File: src/hw/rtl/bgc_pkg.sv
// Package for the button gesture classifier: payload structs, configuration
// struct, register indexes and reset values. No dependencies.
package bgc_pkg;

    localparam int unsigned TIME_W    = 32;
    localparam int unsigned CFG_W     = 16;
    localparam int unsigned CFG_IDX_W = 2;

    typedef enum logic [CFG_IDX_W-1:0] {
        CFG_POLL_INTERVAL  = 2'd0,
        CFG_LONG_THRESHOLD = 2'd1,
        CFG_MIN_TAP        = 2'd2
    } t_cfg_idx;

    localparam logic [CFG_W-1:0] RST_POLL_MS = 16'd20;
    localparam logic [CFG_W-1:0] RST_LONG_MS = 16'd1500;
    localparam logic [CFG_W-1:0] RST_TAP_MS  = 16'd50;

    typedef struct packed {
        logic [TIME_W-1:0] now_ms;
        logic              pin_level;
        logic              ack_short;
        logic              ack_long;
        logic              ack_released;
    } t_in_item;

    typedef struct packed {
        logic short_tap;
        logic long_press;
        logic long_release;
    } t_out_item;

    typedef struct packed {
        logic [CFG_W-1:0] poll_interval_ms;
        logic [CFG_W-1:0] long_threshold_ms;
        logic [CFG_W-1:0] min_tap_ms;
    } t_cfg;

endpackage

File: src/hw/rtl/bgc_cfg.sv
// Configuration register file of the button gesture classifier.
// Depends on bgc_pkg for the register indexes, reset values and t_cfg.
module bgc_cfg (
    input  logic                          i_clk,
    input  logic                          i_rst_n,
    input  logic                          i_cfg_valid,
    output logic                          o_cfg_ready,
    input  logic [bgc_pkg::CFG_IDX_W-1:0] i_cfg_index,
    input  logic [bgc_pkg::CFG_W-1:0]     i_cfg_data,
    output bgc_pkg::t_cfg                 o_cfg
);

    bgc_pkg::t_cfg r_cfg;
    bgc_pkg::t_cfg n_cfg;

    assign o_cfg_ready = 1'b1;
    assign o_cfg       = r_cfg;

    always_comb begin
        n_cfg = r_cfg;
        if (i_cfg_valid) begin
            case (i_cfg_index)
                bgc_pkg::CFG_POLL_INTERVAL:  n_cfg.poll_interval_ms  = i_cfg_data;
                bgc_pkg::CFG_LONG_THRESHOLD: n_cfg.long_threshold_ms = i_cfg_data;
                bgc_pkg::CFG_MIN_TAP:        n_cfg.min_tap_ms        = i_cfg_data;
                default:                     n_cfg = r_cfg;
            endcase
        end
    end

    always_ff @(posedge i_clk) begin
        if (!i_rst_n) begin
            r_cfg.poll_interval_ms  <= bgc_pkg::RST_POLL_MS;
            r_cfg.long_threshold_ms <= bgc_pkg::RST_LONG_MS;
            r_cfg.min_tap_ms        <= bgc_pkg::RST_TAP_MS;
        end else begin
            r_cfg <= n_cfg;
        end
    end

endmodule

File: src/hw/rtl/bgc_core.sv
// Classifier state and the single-pass update logic for one sample.
// Depends on bgc_pkg for t_in_item, t_out_item and t_cfg.
module bgc_core (
    input  logic               i_clk,
    input  logic               i_rst_n,
    input  logic               i_fire,
    input  bgc_pkg::t_in_item  i_item,
    input  bgc_pkg::t_cfg      i_cfg,
    output bgc_pkg::t_out_item o_result
);

    logic [bgc_pkg::TIME_W-1:0] r_last_sample;
    logic [bgc_pkg::TIME_W-1:0] r_press_start;
    logic                       r_was_pressed;
    logic                       r_long_reported;
    logic                       r_short_pend;
    logic                       r_long_pend;
    logic                       r_release_pend;

    logic [bgc_pkg::TIME_W-1:0] n_last_sample;
    logic [bgc_pkg::TIME_W-1:0] n_press_start;
    logic                       n_was_pressed;
    logic                       n_long_reported;
    logic                       n_short_pend;
    logic                       n_long_pend;
    logic                       n_release_pend;

    logic [bgc_pkg::TIME_W-1:0] since_sample;
    logic [bgc_pkg::TIME_W-1:0] held;
    logic                       sample_used;
    logic                       pressed;
    logic                       flag_short;
    logic                       flag_long;
    logic                       flag_release;

    assign pressed      = ~i_item.pin_level;
    assign since_sample = i_item.now_ms - r_last_sample;
    assign held         = i_item.now_ms - r_press_start;
    assign sample_used  = since_sample >=
        {{(bgc_pkg::TIME_W-bgc_pkg::CFG_W){1'b0}}, i_cfg.poll_interval_ms};

    always_comb begin
        n_last_sample   = r_last_sample;
        n_press_start   = r_press_start;
        n_was_pressed   = r_was_pressed;
        n_long_reported = r_long_reported;
        flag_short      = r_short_pend;
        flag_long       = r_long_pend;
        flag_release    = r_release_pend;
        if (sample_used) begin
            n_last_sample = i_item.now_ms;
            n_was_pressed = pressed;
            if (pressed && !r_was_pressed) begin
                n_press_start   = i_item.now_ms;
                n_long_reported = 1'b0;
            end else if (pressed && !r_long_reported && held >=
                         {{(bgc_pkg::TIME_W-bgc_pkg::CFG_W){1'b0}},
                          i_cfg.long_threshold_ms}) begin
                flag_long       = 1'b1;
                n_long_reported = 1'b1;
            end else if (!pressed && r_was_pressed) begin
                // A hold that already raised the long flag ends as a long release.
                if (r_long_reported) begin
                    flag_release = 1'b1;
                end else if (held >= {{(bgc_pkg::TIME_W-bgc_pkg::CFG_W){1'b0}},
                                      i_cfg.min_tap_ms}) begin
                    flag_short = 1'b1;
                end
            end
        end
        n_short_pend   = flag_short   & ~i_item.ack_short;
        n_long_pend    = flag_long    & ~i_item.ack_long;
        n_release_pend = flag_release & ~i_item.ack_released;
    end

    assign o_result.short_tap    = flag_short;
    assign o_result.long_press   = flag_long;
    assign o_result.long_release = flag_release;

    always_ff @(posedge i_clk) begin
        if (!i_rst_n) begin
            r_last_sample   <= '0;
            r_press_start   <= '0;
            r_was_pressed   <= 1'b0;
            r_long_reported <= 1'b0;
            r_short_pend    <= 1'b0;
            r_long_pend     <= 1'b0;
            r_release_pend  <= 1'b0;
        end else if (i_fire) begin
            r_last_sample   <= n_last_sample;
            r_press_start   <= n_press_start;
            r_was_pressed   <= n_was_pressed;
            r_long_reported <= n_long_reported;
            r_short_pend    <= n_short_pend;
            r_long_pend     <= n_long_pend;
            r_release_pend  <= n_release_pend;
        end
    end

endmodule

File: src/hw/rtl/button_gesture_classifier.sv
// Top level of the button gesture classifier: input register, classifier
// core, result register and configuration registers. Depends on bgc_pkg,
// bgc_cfg and bgc_core.
//
// Classifies one active-low button into short taps, long presses and
// releases after a long press, from timestamped pin samples. Each accepted
// transaction yields exactly one result transaction holding the three sticky
// flags after that sample; its acknowledge bits clear the flags afterwards.
// The block takes one transaction per clock cycle while the result register
// is free or drains; back-pressure on the output stalls it. An accepted
// transaction is held in the input register, and the classifier output is
// captured in the result register when the held item moves on. The
// classifier state update sits between those two registers. Configuration
// writes take effect in the following cycle and are to be made while no
// transaction is in flight.
module button_gesture_classifier (
    input  logic                          i_clk,
    input  logic                          i_rst_n,
    input  logic                          i_in_valid,
    output logic                          o_in_ready,
    input  bgc_pkg::t_in_item             i_in_data,
    output logic                          o_out_valid,
    input  logic                          i_out_ready,
    output bgc_pkg::t_out_item            o_out_data,
    input  logic                          i_cfg_valid,
    output logic                          o_cfg_ready,
    input  logic [bgc_pkg::CFG_IDX_W-1:0] i_cfg_index,
    input  logic [bgc_pkg::CFG_W-1:0]     i_cfg_data
);

    bgc_pkg::t_cfg      cfg;
    bgc_pkg::t_in_item  r_in_data;
    logic               r_in_valid;
    bgc_pkg::t_out_item r_out_data;
    logic               r_out_valid;
    bgc_pkg::t_out_item result;
    logic               advance;

    // The held item moves on whenever the result register is free or drains.
    assign advance    = r_in_valid && (!r_out_valid || i_out_ready);
    assign o_in_ready = !r_in_valid || advance;

    assign o_out_valid = r_out_valid;
    assign o_out_data  = r_out_data;

    bgc_cfg u_cfg (
        .i_clk       (i_clk),
        .i_rst_n     (i_rst_n),
        .i_cfg_valid (i_cfg_valid),
        .o_cfg_ready (o_cfg_ready),
        .i_cfg_index (i_cfg_index),
        .i_cfg_data  (i_cfg_data),
        .o_cfg       (cfg)
    );

    bgc_core u_core (
        .i_clk    (i_clk),
        .i_rst_n  (i_rst_n),
        .i_fire   (advance),
        .i_item   (r_in_data),
        .i_cfg    (cfg),
        .o_result (result)
    );

    always_ff @(posedge i_clk) begin
        if (!i_rst_n) begin
            r_in_valid <= 1'b0;
        end else if (o_in_ready) begin
            r_in_valid <= i_in_valid;
        end
    end

    always_ff @(posedge i_clk) begin
        if (i_in_valid && o_in_ready) begin
            r_in_data <= i_in_data;
        end
    end

    always_ff @(posedge i_clk) begin
        if (!i_rst_n) begin
            r_out_valid <= 1'b0;
        end else if (advance) begin
            r_out_valid <= 1'b1;
        end else if (i_out_ready) begin
            r_out_valid <= 1'b0;
        end
    end

    always_ff @(posedge i_clk) begin
        if (advance) begin
            r_out_data <= result;
        end
    end

`ifndef SYNTHESIS
    a_advance_gives_result: assert property (@(posedge i_clk) disable iff (!i_rst_n)
        advance |=> r_out_valid)
        else $error("processed transaction did not reach the result register");

    a_ready_when_empty: assert property (@(posedge i_clk) disable iff (!i_rst_n)
        !r_out_valid |-> o_in_ready)
        else $error("input not ready while the result register is empty");

    a_held_item_kept: assert property (@(posedge i_clk) disable iff (!i_rst_n)
        (r_in_valid && !advance) |=> r_in_valid)
        else $error("stalled input transaction was dropped");
`endif

endmodule

File: config.mk
export PLATFORM = sky130hd
export DESIGN_NAME = button_gesture_classifier
export DESIGN_NICKNAME = d
export VERILOG_FILES = /design/src/hw/rtl/bgc_pkg.sv /design/src/hw/rtl/bgc_cfg.sv /design/src/hw/rtl/bgc_core.sv /design/src/hw/rtl/button_gesture_classifier.sv
export SDC_FILE = /design/constraint.sdc
export NUM_CORES = 1
export LEC_CHECK = 0
export ABC_AREA = 1
export BUFFER_PORTS_ARGS = -buffer_cell sky130_fd_sc_hd__buf_4
export CORE_MARGIN = 2
export CORE_UTILIZATION = 50
export DETAILED_ROUTE_END_ITERATION = 16
export PLACE_DENSITY = 0.7
export SLEW_MARGIN = 10
export SYNTH_ARGS = -nofsm -noshare
export SYNTH_HDL_FRONTEND = slang
export SYNTH_SLANG_ARGS = --single-unit
File: constraint.sdc
create_clock -name i_clk -period 3.8 [get_ports i_clk]
set_input_delay 0.19 -clock i_clk [delete_from_list [all_inputs] [get_ports i_clk]]
set_output_delay 0.19 -clock i_clk [all_outputs]
set_load 0.005 [all_outputs]
==> qor.yml, run 1 <==
sta:
  max_freq_ghz: 0.278
  fin_tns_setup_ns: 0
  final_max_slew_viol_count: 0
  rsz0062_at_grt: "yes"
  fin_crit_sh: 0.946
  hold_viol_final: 0
  final.min_clock_period_ns: 3.59
  fin_skew_ns: 0.0122
  slew_headroom: 0.267
  tightest_slew_ns: 1.09
  whs_ns: 0.0120
  finalSetupViolCount: 0
cells_and_area:
  nets: 2099
  drive_gt1_frac: 0.109
  instances_no_fill: 2261
  area_delta_synth_final_pct: 18.2
  nFillCells: 2229
worst_setup_path:
  critPathMostFrequentCell: "nand2_1"
  end_kind: "flop"
  worstSetupPathType: "flop to flop"
  required_ns: 4.17
  path_max_fanout: 16
  arrival_ns: 3.96
  crit_buf_inv: 4
  crit_slowest_cell: "edfxtp_1"
  max_stage_delay_ns: 0.39
  crit_family: "simple AND/OR/NAND/NOR gates"
  setup.worst_path.start_class: "flop"
cts:
  clockBufferDepth: 2
  clock-root-buffer: "clkbuf_16"
  cts_tree: "done"
  cts_sinks: 158
  cts_buffers: 17
  insertion_delay_ns: 0.43
  clkTransAtPathRegs_ns: 0.07
  cts_max_level: 4
drt:
  avgRoutedWirePerCell_um: 14.5
  top_layer: "met4"
  drcViolationCount: 0
  wl_met1_um: 14400
  final_antenna_net_count: 0
  drtIter0Drc: 775
  dr.pass1.iters: 5
  met3_length_um: 1760
  via_per_inst: 5.13
  wl_um: 32900
  wl_met2_um: 15600
  vias: 11602
grt:
  overflow: 0
  antenna_found_initial: 0
  grt_usage: 0.270
  grt_max_degree: 85
  first_global_vias: 10930
  grt_pass1_wl_um: 52700
floorplanning:
  die_w_um: 157
  initial_utilization: 0.505
  ioPinCount: 65
  die_area_um2: 24700
  row_count: 56
  die_h_um: 157
  core_um2: 23300
yosys:
  yosysSeqAreaShare: 0.303
  yosysTopAreaCell: "dfxtp_1"
  async_reset_ff_frac: 0
  syn_nets: 1984
  yosysWarnings: 0
  synthFlopType: "dfxtp_1"
  synth_top_cells_by_area: "dfxtp_1 20%, nand2_1 19%, ha_1 12%, inv_1 11%, edfxtp_1 10%"
  synth.top_cells.by_count: "583 x nand2_1, 347 x inv_1, 134 x nand3_1"
  syn_inst: 1813
  synth_edf_count: 39
  synth_area_um2: 11700
  synth_top_cell_area_share: 0.203
  ys_types: 41
  ys_ff_latch: 158
  syn_area_per_cell_um2: 6.48
  synth_most_common_cell: "nand2_1"
placed_design:
  dp_cells: 2180
  portBuffers: 63
  hpwl_um: 25400
  gp_congestion: 0.940
power_and_ir_drop:
  powerDensity_nw_per_um2: 367
  power_mw: 5.10
  ir_drop_mv: 0.286
  p_leak_nw: 7.03
job:
  drv_cap: 0
worst_hold_path:
  min_path_type: "input pin to flop"
status:
  outcome: "finished, final reports clean"
-- flip-flops by register name, indices dropped and copies added (netlist names) --
signal                  count
r_in_valid                  1
r_in_data                  36
o_out_data                  3
u_core.r_long_reported      1
u_core.r_long_pend          1
o_out_valid                 1
u_core.r_release_pend       1
u_core.r_short_pend         1
u_cfg.o_cfg                48
u_core.r_last_sample       32
u_core.r_press_start       32
u_core.r_was_pressed        1
-- worst min-delay path, delay by kind of cell --
family	cells	cell delay [ns]
AND/OR/NAND/NOR	2	0.12
buffers and inverters	1	0.10
-- stage by stage --
stage	util	instance area, µm²	setup slack [ns]
after floorplan	-	11700	0.540
after global placement	0.541	12600	0.149
after detailed placement	0.541	12600	-0.0156
after CTS	0.585	13600	0.0330
after global routing	0.597	13900	-0.0753
final	0.597	13900	0.206
-- path summary, 6_finish.rpt --
kind,slack (ns),start,depth (start not counted),end
worst max-delay path,0.21,r_in_data[4]$_DFFE_PP_,26,u_core.r_press_start[18]$_SDFFE_PN0P_
worst max register to register,0.21,r_in_data[4]$_DFFE_PP_,26,u_core.r_press_start[18]$_SDFFE_PN0P_
worst min register to register,0.45,u_core.r_press_start[12]$_SDFFE_PN0P_,2,u_core.r_press_start[12]$_SDFFE_PN0P_
worst min-delay path,0.01,i_cfg_data[0],3,u_cfg.o_cfg[16]$_SDFFE_PN0P_
-- per-layer routing --
layer  vias up  global-route usage
met3        73              0.0297
met2       346               0.456
met1      5282               0.353
met4         0               0.110
li1       5901                   -
met5         -                   0
-- kinds of logic (layout without fill, tap and decap cells) --
kind of cell	count (synthesis)	after routing	synth area share
other cells	1	2	0.000319
fa+ha+maj	112	112	0.121
flops	158	158	0.303
xor+xnor	31	31	0.0231
simple gates	917	917	0.328
compound gates	199	199	0.0910
buf+inv	395	523	0.134
-- layout by cell type (no fill, tap or decap), drive strengths merged, types with 3 or more instances in the layout --
master	synthesis	final
nor3	19	19
nand2	617	617
edfxtp	39	39
nand4	15	15
nand3	137	137
a21oi	126	126
nand3b	8	8
o21ai	45	45
clkbuf	20	21
ha	110	110
and3	4	4
a211oi	4	4
nor2	114	114
xor2	29	29
and2	3	3
o211ai	15	15
dfxtp	119	119
dlygate4sd3	0	38
buf	17	95
inv	354	362
clkinv	4	5
o21bai	5	5
-- cell type report --
class / count / area (µm²) / area share
Clock inverter: 11 / 131 / 0.00946
Multi-Input combinational cell: 1260 / 6820 / 0.491
Clock buffer: 21 / 504 / 0.0363
Inverter: 358 / 1350 / 0.0975
Sequential cell: 158 / 3550 / 0.256
Antenna cell: 1 / 2.50 / 0.000180
Tap cell: 319 / 399 / 0.0287
Timing Repair Buffer: 133 / 1120 / 0.0808
-- power by group --
part | total, mW | leakage (nW) | switching (mW) | internal (mW)
registers | 1.87 | 1.35 | 0.0603 | 1.81
clock network | 1.83 | 0.311 | 0.779 | 1.05
logic | 1.40 | 5.37 | 0.856 | 0.544
-- timing repair --
item,CTS,global route
resized for setup,3,41
endpoints found under the hold margin,39,0
pin swaps,0,2
setup buffers,0,10
hold buffers,38,0
setup endpoints to repair,39,72
Power figures use the tool's default switching activity.
==> run 2: changes to the inputs <==
- ABC_AREA: 1 -> 0
- PLACE_DENSITY: 0.7 -> 0.71
==> run 2 against run 1 <==
Net effect:
- combinational power increased by 9%
- die area decreased by 6.4%
- global-route usage decreased by 1.0 points
- non-clock buffer count increased by 120
- critical endpoint is now u_core.r_last_sample[1]$_SDFFE_PN0P_
- wire length decreased by 5.6%
- area after synthesis decreased by 6.5%
- the flow now finishes with violations (negative setup slack)
==> qor.yml, run 2 <==
cells_and_area:
  antenna_cells: 0
  largest_reg_flops: 48
  area_delta_synth_final_pct: 27.0
  nets: 1698
  drive_gt1_frac: 0.195
  final_common_cell: "nand2_1"
  instances_no_fill: 1820
  final_cell_mix: "239 x nand2_1, 205 x buf_4, 132 x inv_1"
  nFillCells: 1810
grt:
  first_global_vias: 9968
  antenna_found_initial: 0
  grt_pass1_wl_um: 48800
  grt_max_degree: 99
  overflow: 0
  grt_usage: 0.260
cts:
  clkTransAtPathRegs_ns: 0.07
  cts_tree: "done"
  cts_max_level: 4
  clock-root-buffer: "clkbuf_16"
  insertion_delay_ns: 0.43
  cts_buffers: 17
  cts_sinks: 158
  clockBufferDepth: 2
sta:
  max_freq_ghz: 0.222
  fin_crit_sh: 1.19
  rsz0062_at_grt: "yes"
  tightest_slew_ns: 1.03
  fin_ws_ns: -0.713
  finalSetupViolCount: 72
  hold_viol_final: 0
  final.min_clock_period_ns: 4.51
  slew_headroom: 0.315
  final_max_slew_viol_count: 0
  fin_skew_ns: 0.00850
  fin_tns_setup_ns: -43.06
worst_hold_path:
  hold-path-endpoint: "u_cfg.o_cfg[23]$_SDFFE_PN1P_"
  worstHoldStart: "i_cfg_data[7]"
  min_path_type: "input pin to flop"
  whs_path_depth: 3
yosys:
  synth_area_um2: 11000
  syn_nets: 1480
  synth.top_cells.by_count: "242 x nand2_1, 134 x inv_1, 119 x dfxtp_1"
  async_reset_ff_frac: 0
  synth_fa_ha_area_frac: 0.129
  synth_simple_gate_area_frac: 0.168
  synth_compound_area_frac: 0.208
  synth_edf_count: 39
  synth_top_family_by_area: "compound AO/OA/AOI/OAI gates"
  syn_inst: 1309
  synth_top_cell_area_share: 0.217
  synth_top_cells_by_area: "dfxtp_1 22%, ha_1 13%, edfxtp_1 11%, nand2_1 8.3%, mux2i_1 6.3%"
  ys_ff_latch: 158
  yosysSeqAreaShare: 0.324
  ys_types: 80
  syn_area_per_cell_um2: 8.39
  yosysWarnings: 0
  synthMuxAreaShare: 0.0639
  synth_most_common_cell: "nand2_1"
  yosysTopAreaCell: "dfxtp_1"
  synth-xor-area-share: 0.0351
  synthFlopType: "dfxtp_1"
worst_setup_path:
  end_kind: "flop"
  path_max_fanout: 20
  rrSetupSlack_ns: -0.71
  worstSetupPathType: "flop to flop"
  required_ns: 4.14
  r2r-start: "r_in_data[4]$_DFFE_PP_"
  r2r_cells: 22
  r2r_end: "u_core.r_last_sample[1]$_SDFFE_PN0P_"
  arrival_ns: 4.86
  setup.worst_path.start_class: "flop"
drt:
  vias: 10246
  drcViolationCount: 0
  top_layer: "met4"
  drtIter0Drc: 646
  avgRoutedWirePerCell_um: 17.0
  final_antenna_net_count: 0
  dr.pass1.iters: 5
  wl_met1_um: 13100
  wl_met2_um: 15400
  wl_um: 31000
  met3_length_um: 1510
  via_per_inst: 5.63
power_and_ir_drop:
  p_leak_nw: 5.73
  powerDensity_nw_per_um2: 371
  ir_drop_mv: 0.282
floorplanning:
  die_h_um: 152
  initial_utilization: 0.506
  core_um2: 21700
  die_w_um: 152
  row_count: 54
  die_area_um2: 23200
  ioPinCount: 65
status:
  outcome: "finished, violations left"
  violations: "negative setup slack"
placed_design:
  gp_congestion: 0.905
  hpwl_um: 22400
  dp_cells: 1731
  portBuffers: 63
job:
  drv_cap: 0
-- run 2: kinds of logic after synthesis --
logic type               count (synthesis)
AND/OR/NAND/NOR                        409
AO/OA/AOI/OAI                          323
buffers and inverters                  192
flip-flops                             158
adder cells (fa/ha/maj)                112
multiplexers                            70
XOR/XNOR                                44
other                                    1
-- run 2: worst max path at each step --
stage | slack (ns) | from | to
2_1_floorplan | -0.22 | r_in_data[8]$_DFFE_PP_ | u_core.r_press_start[2]$_SDFFE_PN0P_
3_3_place_gp | -0.54 | r_in_data[4]$_DFFE_PP_ | u_core.r_press_start[0]$_SDFFE_PN0P_
3_5_place_dp | -0.68 | r_in_data[4]$_DFFE_PP_ | u_core.r_press_start[11]$_SDFFE_PN0P_
4_1_cts | -0.67 | r_in_data[4]$_DFFE_PP_ | o_out_data[1]$_DFFE_PP_
5_1_grt | -0.88 | r_in_data[4]$_DFFE_PP_ | u_core.r_last_sample[1]$_SDFFE_PN0P_
6_report | -0.71 | r_in_data[4]$_DFFE_PP_ | u_core.r_last_sample[1]$_SDFFE_PN0P_
-- run 2: per-stage QoR --
stage | instance area, µm² | util | hold WS [ns] | setup WS (ns) | power (mW)
finish | 13900 | 0.643 | 0.0133 | -0.713 | 5.17
global route | 13900 | 0.643 | 0.00886 | -0.882 | 5.41
CTS | 13700 | 0.633 | 0.00179 | -0.675 | 5.11
detailed placement | 12600 | 0.582 | 0.369 | -0.679 | 3.28
global placement | 12600 | 0.582 | 0.368 | -0.539 | 3.25
floorplan | 11000 | - | 0.289 | -0.220 | 2.78
-- run 2: final cells by class --
| type | instances | area [µm²] | area share |
|---|---|---|---|
| inverters | 134 | 503 | 0.0361 |
| multi-input cells | 963 | 6900 | 0.495 |
| well taps | 280 | 350 | 0.0251 |
| clock buffers | 19 | 433 | 0.0310 |
| clock inverters | 13 | 163 | 0.0117 |
| flip-flops and latches | 158 | 3550 | 0.255 |
| repair buffers | 253 | 2050 | 0.147 |
-- run 2: routing by layer --
metal  vias up  GRT usage
met3        62     0.0387
met4         0      0.107
met1      4822      0.318
met2       289      0.458
met5         -          0
li1       5073          -
-- run 2: critical path, cell delays in order, from the launching register on --
cell,delay [ns]
edfxtp_1,0.44
inv_2,0.11
ha_4,0.13
inv_2,0.04
fa_2,0.36
a21o_1,0.22
a221oi_4,0.27
buf_6,0.16
nor2_2,0.04
o21ai_1,0.12
nand2b_1,0.08
a21oi_2,0.14
xnor2_1,0.13
ha_2,0.29
nand4_1,0.13
a2111oi_2,0.08
a2111oi_4,0.38
o311ai_2,0.16
nor4_2,0.25
nand4_4,0.20
nand2_2,0.19
buf_12,0.20
mux2i_1,0.27
-- run 2: timing repair --
| action | in CTS | in global routing |
|---|---|---|
| hold buffers | 40 | 0 |
| buffers inserted | 7 | 6 |
| pin swaps | 1 | 8 |
| gates cloned | 3 | 1 |
| hold endpoints to repair | 40 | 0 |
| resized for setup | 8 | 33 |
| setup endpoints to repair | 72 | 72 |
-- run 2: power breakdown --
| group | leakage [nW] | internal, mW | switching, mW |
|---|---|---|---|
| logic | 4.10 | 0.716 | 0.814 |
| registers | 1.35 | 1.80 | 0.0504 |
| clock network | 0.281 | 1.04 | 0.747 |
==> run 3: changes to the inputs <==
- SKIP_CTS_REPAIR_TIMING: unset -> 1
==> run 3 against run 2 <==
Net effect:
- the flow finishes with violations (negative hold slack, negative setup slack)
- highest routed layer unchanged
- sequential power is essentially flat
- critical path type unchanged
- sequential share of layout area grew 0.13 points
- clock skew grew 0.00086 ns
- non-clock buffer count shrank 6
- critical path depth shrank 2
- clock power is essentially flat
- via count shrank 0.52%
- first-iteration DRC count shrank 5.0%
- global-route usage shrank 1.2 points
- wire length shrank 0.49%
- sequential cell count is the same
- fmax shrank 0.89%
==> qor.yml, run 3 (synthesis gave the netlist of run 2 again) <==
drt:
  final_antenna_net_count: 0
  avgRoutedWirePerCell_um: 17.0
  dr.pass1.iters: 5
  vias: 10193
  wl_um: 30900
  via_per_inst: 5.62
  drtIter0Drc: 614
  drcViolationCount: 0
floorplanning:
  die_h_um: 152
  row_count: 54
  core_um2: 21700
  die_w_um: 152
  initial_utilization: 0.506
  die_area_um2: 23200
  ioPinCount: 65
cts:
  cts_sinks: 158
  clock-root-buffer: "clkbuf_16"
  clockBufferDepth: 2
  insertion_delay_ns: 0.44
  cts_buffers: 17
  clkTransAtPathRegs_ns: 0.07
  cts_max_level: 4
  cts_tree: "done"
cells_and_area:
  final_common_cell: "nand2_1"
  final_cell_mix: "241 x nand2_1, 204 x buf_4, 132 x inv_1"
  area_delta_synth_final_pct: 26.4
  nFillCells: 1812
  largest_reg_flops: 48
  antenna_cells: 0
  fin_util: 0.640
  multi_input_area_um2: 6850
  drive_gt1_frac: 0.189
  nets: 1691
  regArea_um2: 3550
grt:
  antenna_found_initial: 0
  overflow: 0
  grt_usage: 0.248
  grt_max_degree: 99
  grt_pass1_wl_um: 46800
  first_global_vias: 9662
sta:
  final.min_clock_period_ns: 4.55
  rsz0062_at_grt: "yes"
  fin_ws_ns: -0.754
  fin_skew_ns: 0.00936
  finalSetupViolCount: 72
  fin_crit_sh: 1.20
  max_freq_ghz: 0.220
  whs_ns: -0.00571
  slew_headroom: 0.338
  final_max_slew_viol_count: 0
  tightest_slew_ns: 0.993
  hold_viol_final: 2
power_and_ir_drop:
  switching_share: 0.311
  internal-power_mw: 3.55
  switchingPower_mw: 1.60
  clkPwrFrac: 0.347
  ir_drop_mv: 0.286
  pwr-share-seq: 0.360
  power_frac_comb: 0.293
  power_mw: 5.15
  powerDensity_nw_per_um2: 371
  p_leak_nw: 5.70
worst_setup_path:
  required_ns: 4.16
  crit_slowest_cell: "a2111oi_4"
  arrival_ns: 4.91
  path_max_fanout: 5
  max_stage_delay_ns: 0.44
  setup.worst_path.start_class: "flop"
  end_kind: "flop"
  worstSetupPathType: "flop to flop"
  crit_chain: "inv_2 -> ha_4 -> inv_4 -> fa_2 -> a21o_1 -> a221oi_4 -> buf_4 -> xnor2_2 -> ha_1 -> a21oi_1 -> nor2b_1 -> a2111o_1 -> a2111oi_4 -> o311ai_2 -> nor4_2 -> nand4_4 -> buf_12 -> nand2_8 -> clkbuf_16 -> mux2i_1"
status:
  outcome: "finished, violations left"
  violations: "negative hold slack, negative setup slack"
worst_hold_path:
  min_path_type: "input pin to flop"
placed_design:
  hpwl_um: 22400
  portBuffers: 63
  gp_congestion: 0.905
job:
  drv_cap: 0
run 3: cell count changes in the layout (fill, tap and decap cells not counted), sizes merged:
cell	change
and4	-1
buf	-5
clkbuf	+2
dlygate4sd3	-3
run 3: through the flow:
step           setup TNS [ns]  area [µm²]  cells  setup slack (ns)
4_1_cts                -49.75       13200   1763            -0.786
6_report               -47.66       13900   1813            -0.754
2_1_floorplan          -11.30       11000   1309            -0.220
3_3_place_gp           -34.45       12600   1731            -0.539
5_1_grt                -59.36       13900   1813            -0.916
3_5_place_dp           -44.10       12600   1731            -0.679
run 3: worst paths after layout:
kind,startpoint,end,slack (ns),depth (start not counted)
max reg2reg,r_in_data[4]$_DFFE_PP_,u_core.r_last_sample[4]$_SDFFE_PN0P_,-0.75,20
min reg2reg,u_core.r_press_start[24]$_SDFFE_PN0P_,u_core.r_press_start[24]$_SDFFE_PN0P_,0.46,2
min,i_in_valid,r_in_valid$_SDFFE_PN0N_,-0.006,3
max,r_in_data[4]$_DFFE_PP_,u_core.r_last_sample[4]$_SDFFE_PN0P_,-0.75,20
run 3: area by class of cell:
class,instances,area share
multi-input cells,962,0.494
flip-flops and latches,158,0.256
repair buffers,247,0.146
inverters,134,0.0364
clock buffers,19,0.0312
well taps,280,0.0252
clock inverters,13,0.0117
run 3: metal layers:
layer  vias up  wire length, µm  part of all wire  GRT usage
met5         -                0                 0          0
met4         0             1130             0.037     0.0979
met3        72             1270             0.041     0.0375
met2       267            15100              0.49      0.438
met1      4793            13300              0.43      0.303
li1       5061                -                 -          -
run 3: power groups by stage:
stage                     sequential [mW]  combinational, mW  clock [mW]
after floorplan                      1.87              0.914           0
final                                1.85               1.51        1.79
after global placement               1.89               1.37           0
after global routing                 1.86               1.66        1.87
after CTS                            1.85               1.41        1.81
after detailed placement             1.89               1.39           0
run 3: critical path, delay by kind of cell (launching register included):
family | cells | cell delay, ns
compound gates | 6 | 1.66
xor+xnor | 1 | 0.10
fa+ha+maj | 3 | 0.75
buf+inv | 5 | 0.67
flops | 1 | 0.42
mux | 1 | 0.21
simple gates | 4 | 0.64
